$ cat config.mk
export PLATFORM = sky130hd
export DESIGN_NAME = list_union_dedup_filter_core
export DESIGN_NICKNAME = d
export VERILOG_FILES = /design/src/sv/luf_pkg.sv /design/src/sv/luf_cell.sv /design/src/sv/list_union_dedup_filter_core.sv
export SDC_FILE = /design/constraint.sdc
export NUM_CORES = 2
export LEC_CHECK = 0
export ABC_AREA = 1
export BUFFER_PORTS_ARGS = -buffer_cell sky130_fd_sc_hd__buf_2
export CAP_MARGIN = 10
export CORE_ASPECT_RATIO = 0.6
export CORE_MARGIN = 5
export CORE_UTILIZATION = 35
export DETAILED_ROUTE_END_ITERATION = 10
export MAX_ROUTING_LAYER = met4
export PLACE_DENSITY = 0.52
export SLEW_MARGIN = 20
export SYNTH_ARGS = -nofsm -noshare
export SYNTH_HDL_FRONTEND = slang
export SYNTH_SLANG_ARGS = --single-unit
export TNS_END_PERCENT = 10
$ cat constraint.sdc
create_clock -name clk -period 6.16 [get_ports clk]
set_clock_uncertainty 0.2 [all_clocks]
set_input_delay 0.308 -clock clk [delete_from_list [all_inputs] [get_ports clk]]
set_output_delay 0.308 -clock clk [all_outputs]
set_load 0.05 [all_outputs]
$ cat src/sv/luf_pkg.sv
// ----------------------------------------------------------------------------
// luf_pkg
// Shared types and constants for the list union dedup filter: op codes,
// word widths, default store capacity and the link carried between cells.
// ----------------------------------------------------------------------------
package luf_pkg;

    // word widths
    localparam int LUF_DATA_W = 32;
    localparam int LUF_OP_W   = 2;

    // default number of store cells
    localparam int LUF_CAPACITY = 64;

    // op codes carried on the input tuser
    localparam logic [LUF_OP_W-1:0] LUF_OP_FIRST  = 2'd0;
    localparam logic [LUF_OP_W-1:0] LUF_OP_SECOND = 2'd1;
    localparam logic [LUF_OP_W-1:0] LUF_OP_CLEAR  = 2'd2;

    // search token and running hit flag passed from cell to cell
    typedef struct packed {
        logic tok;
        logic hit;
    } luf_link_t;

endpackage

$ cat src/sv/luf_cell.sv
// ----------------------------------------------------------------------------
// luf_cell
// One store entry of the union filter. Holds a stored value, compares it
// with the search key when the token passes, and hands token and hit on.
// ----------------------------------------------------------------------------
module luf_cell
    import luf_pkg::*;
#(
    parameter int INDEX = 0,
    parameter int CNT_W = 7
)
(
    input  logic                         clk,
    input  logic                         rst_n,
    input  logic signed [LUF_DATA_W-1:0] key,
    input  logic        [CNT_W-1:0]      count,
    input  logic                         wr_en,
    input  luf_link_t                    link_in,
    output luf_link_t                    link_out
);

    logic signed [LUF_DATA_W-1:0] data_reg;
    logic signed [LUF_DATA_W-1:0] data_next;
    luf_link_t                    link_reg;
    luf_link_t                    link_next;
    logic                         active;
    logic                         sel;

    // entry holds a live value only below the fill count
    assign active = (CNT_W'(INDEX) < count);
    assign sel    = wr_en && (count == CNT_W'(INDEX));

    // compare as the token passes, write at the fill position
    always_comb
    begin
        data_next     = sel ? key : data_reg;
        link_next.tok = link_in.tok;
        link_next.hit = link_in.hit | (link_in.tok & active & (data_reg == key));
    end

    // stored value
    always_ff @(posedge clk)
    begin
        data_reg <= data_next;
    end

    // link stage to the next cell
    always_ff @(posedge clk or negedge rst_n)
    begin
        if (!rst_n)
        begin
            link_reg <= '0;
        end
        else
        begin
            link_reg <= link_next;
        end
    end

    assign link_out = link_reg;

endmodule

$ cat src/sv/list_union_dedup_filter_core.sv
// ----------------------------------------------------------------------------
// list_union_dedup_filter_core
// Streaming union of two lists over a row of store cells.
// ----------------------------------------------------------------------------
// Usage:
//   s_* carries input words: tuser[1:0] is the op (first list, second list,
//   clear), tdata[31:0] the signed value. m_* carries result words:
//   tdata[31:0] the union value, tuser[0] the dropped flag.
//   A first-list value is stored and sent out without any check. A
//   second-list value is searched for across the stored entries: a token
//   walks the row of CAPACITY cells one cell per cycle; a word found there
//   is not sent out, one not found is added. One word is in work at a time.
//   When the store is full, a value that would be added is sent with the
//   dropped flag and not stored.
//   Reset empties the store at once (fill count to zero); no clearing pass.
//   The result sits in an output register: a new input word is taken while
//   a result waits, and a finished word waits for the register while the
//   receiver stalls.
// ----------------------------------------------------------------------------
module list_union_dedup_filter_core
    import luf_pkg::*;
#(
    parameter int CAPACITY = LUF_CAPACITY
)
(
    input  logic                  clk,
    input  logic                  rst_n,
    input  logic                  s_tvalid,
    output logic                  s_tready,
    input  logic [LUF_DATA_W-1:0] s_tdata,   // [31:0] value
    input  logic [LUF_OP_W-1:0]   s_tuser,   // [1:0] op
    output logic                  m_tvalid,
    input  logic                  m_tready,
    output logic [LUF_DATA_W-1:0] m_tdata,   // [31:0] union_value
    output logic [0:0]            m_tuser    // [0] dropped
);

    localparam int CNT_W = $clog2(CAPACITY + 1);

    typedef enum logic [1:0] {
        ST_IDLE,
        ST_SEARCH,
        ST_EMIT
    } state_t;

    state_t                 state_reg, state_next;
    logic [CNT_W-1:0]       count_reg, count_next;
    logic [LUF_DATA_W-1:0]  key_reg, key_next;
    logic                   start_reg, start_next;
    logic                   m_valid_reg, m_valid_next;
    logic [LUF_DATA_W-1:0]  m_data_reg, m_data_next;
    logic                   m_drop_reg, m_drop_next;

    luf_link_t              link [CAPACITY+1];
    logic                   accept;
    logic                   out_free;
    logic                   full;
    logic                   wr_en;

    assign accept   = s_tvalid && s_tready;
    assign out_free = !m_valid_reg || m_tready;
    assign full     = (count_reg == CNT_W'(CAPACITY));
    assign wr_en    = (state_reg == ST_EMIT) && out_free && !full;

    // token enters the row the cycle after a second-list word is taken
    assign link[0].tok = start_reg;
    assign link[0].hit = 1'b0;

    // row of store cells
    for (genvar k = 0; k < CAPACITY; k++)
    begin : g_cell
        luf_cell #(
            .INDEX (k),
            .CNT_W (CNT_W)
        ) u_cell (
            .clk      (clk),
            .rst_n    (rst_n),
            .key      (key_reg),
            .count    (count_reg),
            .wr_en    (wr_en),
            .link_in  (link[k]),
            .link_out (link[k+1])
        );
    end

    // sequencer next state
    always_comb
    begin
        state_next   = state_reg;
        count_next   = count_reg;
        key_next     = key_reg;
        start_next   = 1'b0;
        m_valid_next = m_valid_reg && !m_tready;
        m_data_next  = m_data_reg;
        m_drop_next  = m_drop_reg;
        unique case (state_reg)
            ST_IDLE:
            begin
                if (accept)
                begin
                    key_next = s_tdata;
                    unique case (s_tuser)
                        LUF_OP_FIRST:
                        begin
                            state_next = ST_EMIT;
                        end
                        LUF_OP_SECOND:
                        begin
                            start_next = 1'b1;
                            state_next = ST_SEARCH;
                        end
                        LUF_OP_CLEAR:
                        begin
                            count_next = '0;
                        end
                        default:
                        begin
                            state_next = ST_IDLE;
                        end
                    endcase
                end
            end
            ST_SEARCH:
            begin
                if (link[CAPACITY].tok)
                begin
                    state_next = link[CAPACITY].hit ? ST_IDLE : ST_EMIT;
                end
            end
            ST_EMIT:
            begin
                if (out_free)
                begin
                    m_valid_next = 1'b1;
                    m_data_next  = key_reg;
                    m_drop_next  = full;
                    if (!full)
                    begin
                        count_next = count_reg + CNT_W'(1);
                    end
                    state_next = ST_IDLE;
                end
            end
            default:
            begin
                state_next = ST_IDLE;
            end
        endcase
    end

    // sequencer state and output register
    always_ff @(posedge clk or negedge rst_n)
    begin
        if (!rst_n)
        begin
            state_reg   <= ST_IDLE;
            count_reg   <= '0;
            key_reg     <= '0;
            start_reg   <= 1'b0;
            m_valid_reg <= 1'b0;
            m_data_reg  <= '0;
            m_drop_reg  <= 1'b0;
        end
        else
        begin
            state_reg   <= state_next;
            count_reg   <= count_next;
            key_reg     <= key_next;
            start_reg   <= start_next;
            m_valid_reg <= m_valid_next;
            m_data_reg  <= m_data_next;
            m_drop_reg  <= m_drop_next;
        end
    end

    assign s_tready   = (state_reg == ST_IDLE);
    assign m_tvalid   = m_valid_reg;
    assign m_tdata    = m_data_reg;
    assign m_tuser[0] = m_drop_reg;

endmodule

# Yosys cells after proc, flatten, opt, wreduce, memory -nomap -nowiden
# Index checks and enable logic that the tools add are counted.
# W data, S select, Z words.
[totals]
register_bits = 2252
input_bits = 38
word_cells = 689
[classes]
addsub = 1
magnitude_cmp = 64
eq_ne = 138
muxes = 16
bitwise = 191
reduce_logical = 80
[ops]
columns = ["operator", "n"]
rows = [
  ["$eq A32 B32 Y1", 64],
  ["$eq A7 B6 Y1 const B", 32],
  ["$lt A6 B7 Y1 const A", 32],
  ["$and A1 B1 Y1", 128],
  ["$eq A7 B5 Y1 const B", 16],
  ["$lt A5 B7 Y1 const A", 16],
  ["$logic_and A1 B1 Y1", 68],
  ["$or A1 B1 Y1", 63],
  ["$eq A7 B4 Y1 const B", 8],
  ["$lt A4 B7 Y1 const A", 8],
  ["$eq A7 B3 Y1 const B", 4],
  ["$lt A3 B7 Y1 const A", 4],
  ["$mux W7", 4],
  ["$eq A7 B2 Y1 const B", 2],
  ["$lt A1 B7 Y1 const A", 2],
  ["$lt A2 B7 Y1 const A", 2],
  ["$pmux W7 S2", 1],
  ["$pmux W2 S3", 2],
  ["$mux W2", 4],
  ["$add A7 B1 Y7 const B", 1],
  ["$eq A7 B1 Y1 const B", 1],
  ["$eq A7 B7 Y1 const B", 1],
  ["$logic_not A7 Y1", 1],
  ["$ne A2 B1 Y1 const B", 3],
  ["other kinds (11)", 23],
]

# Logic depth before layout (Yosys ltp)
[logic_depth]
word_depth = 5
ltp_mapped = 13
ltp_nobuf = 10

# Least setup slack after synthesis
# No wires, ideal clock.
[synth_timing]
path_type = "reg2reg"
startpoint = "register count_reg[0]"
endpoint = "register g_cell[47].u_cell.data_reg[0], enable pin"
setup_time_ns = 0.502
t_arrival_ns = 4.339
required_ns = 5.458
setup_slack_ns = 1.119
path_stages_with_launch = 9
cell_sequence = "dfrtp_1 -> inv_1 -> ha_1 -> inv_2 -> nor2_1 -> nand3_2 -> nand2_1 -> buf_2 -> nor4_1"
[synth_via]
elab_chain_cells = 4
word_cells_on_any_way = 5
cone_classes = "2 x eq/ne; 3 x reduce/logical"
[synth_lines]
columns = ["element", "line", "rtl"]
rows = [
  ["from (decl)", "list_union_dedup_filter_core.sv:47", "logic [CNT_W-1:0] count_reg, count_next;"],
  ["from (signal assigned)", "list_union_dedup_filter_core.sv:167", "count_reg <= count_next;"],
  ["$eq A7 B7 Y1", "list_union_dedup_filter_core.sv:62", "assign full = (count_reg == CNT_W'(CAPACITY));"],
  ["$logic_not A1 Y1", "n/a", ""],
  ["$logic_and A1 B1 Y1", "list_union_dedup_filter_core.sv:63", "assign wr_en = (state_reg == ST_EMIT) && out_free && !full;"],
  ["$logic_and A1 B1 Y1 *", "luf_cell.sv:31", "assign sel = wr_en && (count == CNT_W'(INDEX));"],
  ["via g_cell[47].u_cell.sel", "luf_cell.sv:27", "logic sel;"],
  ["to (signal assigned)", "luf_cell.sv:44", "data_reg <= data_next;"],
  ["to (decl)", "luf_cell.sv:22", "logic signed [LUF_DATA_W-1:0] data_reg;"],
]
# Mark *: on every way through the listed nets, which the timed path passes. The rest lies on a longest branch.
# A chain may end at the register's enable or synchronous reset.

# Final worst setup path
[layout_timing]
startpoint = "register count_reg[2]"
endpoint = "register g_cell[48].u_cell.data_reg[29], enable pin"
[layout_via]
elab_chain_cells = 4
word_cells_on_any_way = 5
cone_classes = "2 x eq/ne; 3 x reduce/logical"
[layout_lines]
columns = ["element", "line"]
rows = [
  ["$eq A7 B7 Y1", "list_union_dedup_filter_core.sv:62"],
  ["$logic_not A1 Y1", "n/a"],
  ["$logic_and A1 B1 Y1", "list_union_dedup_filter_core.sv:63"],
  ["$logic_and A1 B1 Y1 *", "luf_cell.sv:31"],
  ["via g_cell[48].u_cell.sel", "luf_cell.sv:27"],
  ["to (signal assigned)", "luf_cell.sv:44"],
  ["to (decl)", "luf_cell.sv:22"],
]
# Marks and branches as above.

==> summary.txt <==
Outcome
  – Status: completed

Timing
  – Hold Slack: 0.0566 ns
  – Setup violations, final: 0
  – TNS Setup: 0 ns
  – Relative slew slack: 0.213
  – Slew @ Worst Pin: 1.18 ns
  – Final Hold Viols: 0
  – RSZ-0062 raised after global routing: no
  – FMAX: 0.212 GHz
  – Final period util: 0.766
  – Final Critical Period: around 4.7 ns
  – Max Slew Vio Count: 0

Global route
  – Global Route Usage Sum: 0.241
  – Pin count of the biggest net entering global routing: 86
  – Vias in the first global route: 65800
  – Initial antenna violation count: 43
  – First-pass GRT wire length: 510000 um
  – GR Overflow Total: 0

Yosys
  – Synth Area per Inst: about 9.9 um^2
  – Yosys reg bits: between 2000 and 2500
  – Synthesized net count: between 10000 and 15000
  – Synth warnings: 0
  – Cell count after synthesis: approximately 10000
  – Mapped cell area: just over 100000 um^2
  – Share of the synthesized area in the top cell type: 0.597
  – Post-synth top area cell: edfxtp_1
  – Sequential cell area fraction in the yosys report: 0.646
  – Synth area leaders: edfxtp_1 (60%), nand2_1 (14%), xnor2_1 (5.3%)
  – Cell variety after synth: 39

Setup path
  – CP peak stage delay: approximately 1.1 ns
  – Crit path kind: flop to flop
  – Worst r2r src: count_reg[2]
  – Crit end category: flop
  – RR Endpoint: g_cell[48].u_cell.data_reg[29]
  – R2r worst-path depth: 8
  – Crit-path leading delay family: simple AND/OR/NAND/NOR gates
  – Crit path buffers/inverters: 2
  – Crit-path cells: inv_1 -> nand2_4 -> nor2_1 -> nand3_2 -> nand2_1 -> inv_2 -> nand2_1 -> nor2_4
  – CP most frequent cell: nand2_1
  – Worst path slowest cell: nor2_4
  – Crit Path Max Fanout: 32
  – Critical Path RT: around 6.4 ns
  – Startpoint types: flop
  – Critical path arrival: between 4 and 5 ns
  – R2R Setup Slk: 1.44 ns

CTS
  – Post-CTS setup buffer count: 0
  – Root Buffer: clkbuf_16
  – CTS tree: done
  – Clock Sinks: about 2300
  – Clock Latency Late Sink: slightly below 0.9 ns
  – Worst-case clock buffer depth: 4
  – Clock transition at the registers of the reported paths: roughly 0.070 ns
  – CTS HTree Levels: 4
  – Total CTS buffers: between 200 and 250

Floorplanning
  – Core area: 293000 um^2
  – Die area: 306000 um^2
  – Std-Cell Rows: between 150 and 200
  – IO Count: 73
  – Initial Util: 0.351
  – Die H: between 400 and 500 um
  – Chip width: around 700 um

Drt
  – Residual DRC count: 0
  – Detailed Routing Iterations Pass 1: 8
  – Antenna Violating Nets Remaining: 0
  – Iter 0 DRT Violations: between 10000 and 15000
  – Vias: ~73000
  – DR WL/cell: between 20 and 30 um
  – Total wire length: roughly 370000 um
  – Number of vias per cell: ~5

Power
  – VDD IR max: 647 uV
  – Power per cell area: approximately 460 nW/um^2
  – Pleak: 47.3 nW

Layout
  – Fill count: about 28000
  – Area grow syn2layout: 13.4%
  – Post-layout util: 0.398
  – Register Area: approximately 67000 um^2
  – Area taken by multi-input logic gates: about 30000 um^2
  – Final net count: roughly 11000
  – Max reg flops: 2048
  – Layout cell share with drive strength beyond 1: 0.0739

Min path
  – Worst min-delay path category: input port to flop
  – Hold path cells: 4
  – Hold Path Origin: s_tdata[29]
  – Worst Hold End: key_reg[29]

Place
  – PortBufs: roughly 70
  – Placer Congestion: ~0.95
  – Detailed Place HPWL: roughly 220000 um

Run
  – Max_cap viols: 0
## cell families after synthesis
kind of cell | after synthesis | synth area share
and+or+nand+nor | 5294 | 0.201
DFF | 2252 | 0.646
buffers and inverters | 1773 | 0.0686
xor gates and xnor gates | 749 | 0.0636
AOI/OAI and AO/OA | 380 | 0.0199
adders and majority gates | 4 | 0.000486
## cells in the mapped netlist, drive strengths merged
library cell,instances
nor4,7
o21bai,12
ha,4
o21ai,269
nor3,13
o22ai,34
nand3b,8
nand4,140
o2111ai,2
nor2,1053
a21boi,16
clkbuf,89
xor2,127
or2,49
inv,1386
o2bb2ai,1
a21oi,40
nand2,3818
xnor2,622
buf,297
o221ai,1
nand3,206
dfrtp,204
clkinv,1
edfxtp,2048
o211ai,4
o32ai,1
## cell type report
class	count	share of cell area
clock inverter	103	0.00966
tap	3900	0.0418
sequential	2252	0.571
multi-input combinational	6427	0.255
timing repair buffer	333	0.0269
clock buffer	293	0.0511
antenna	6	0.000128
inverter	1387	0.0449
## per-stage QoR
stage,setup slack (ns),std cells,instance area [um^2],power (mW)
floorplan,1.12,10500,103000,30.4
global placement,1.69,14200,109000,40.0
detailed placement,1.67,14200,109000,40.2
CTS,1.64,14700,117000,54.0
global route,1.29,14700,117000,56.0
finish,1.44,14700,117000,54.1
## power breakdown
part,switching [mW],total [mW],internal [mW]
logic,14.9,19.6,4.71
registers,1.57,20.6,19.1
clock network,6.06,13.8,7.78
total,22.5,54.1,31.5
## repair_timing
action | 4_1_cts | 5_1_grt
gates resized for setup | 0 | 0
hold endpoints to repair | 243 | 0
hold buffers | 53 | 0
## worst register-to-register path, cell delays in order (launching register included)
cell and delay (ns):
dfrtp_1 0.71, inv_1 0.24, nand2_4 0.18, nor2_1 0.10, nand3_2 0.09, nand2_1 0.37
inv_2 0.55, nand2_1 0.76, nor2_4 1.07
## per-layer routing
| layer | routed length, um | GRT usage | part of all wire | up-vias |
|---|---|---|---|---|
| met5 | 0 | - | 0 | - |
| met4 | 6680 | 0.0416 | 0.018 | 0 |
| met3 | 43000 | 0.0506 | 0.12 | 454 |
| met2 | 149000 | 0.332 | 0.40 | 3774 |
| met1 | 169000 | 0.368 | 0.46 | 35500 |
| li1 | - | - | - | 33300 |
## cells in the final DEF, fill, tap and decap left out, types with 5 or more instances in the layout
cell type / n
dlygate4sd3_1: 52
buf_2: 71
dfrtp_1: 172
buf_4: 156
clkinv_2: 44
inv_2: 17
xnor2_1: 622
buf_12: 50
nand4_1: 138
nor2_2: 29
nand2_1: 3815
clkbuf_1: 51
inv_1: 1349
diode_2: 6
inv_4: 16
o22ai_1: 34
clkinv_1: 27
edfxtp_1: 2048
nand3_1: 202
dfrtp_4: 32
nor4_2: 7
a21boi_0: 16
nor2_1: 994
o21ai_1: 16
o21bai_1: 12
clkbuf_16: 217
clkbuf_8: 25
nor3_1: 11
nand3b_1: 8
o21ai_0: 250
bufinv_16: 24
a21oi_1: 40
xor2_1: 127
inv_6: 5
or2_2: 49
nor2_4: 30
## worst max path at each step
stage | startpoint | endpoint | slack, ns | cells after the start
finish | count_reg[2] | g_cell[48].u_cell.data_reg[29] | 1.44 | 8
global route | count_reg[2] | g_cell[48].u_cell.data_reg[27] | 1.29 | 8
CTS | count_reg[2] | g_cell[48].u_cell.data_reg[2] | 1.64 | 8
detailed placement | count_reg[2] | g_cell[48].u_cell.data_reg[30] | 1.67 | 8
global placement | count_reg[0] | g_cell[48].u_cell.data_reg[23] | 1.69 | 9
floorplan | count_reg[0] | g_cell[47].u_cell.data_reg[0] | 1.12 | 8
No activity file was read; power rests on OpenSTA's default activity.
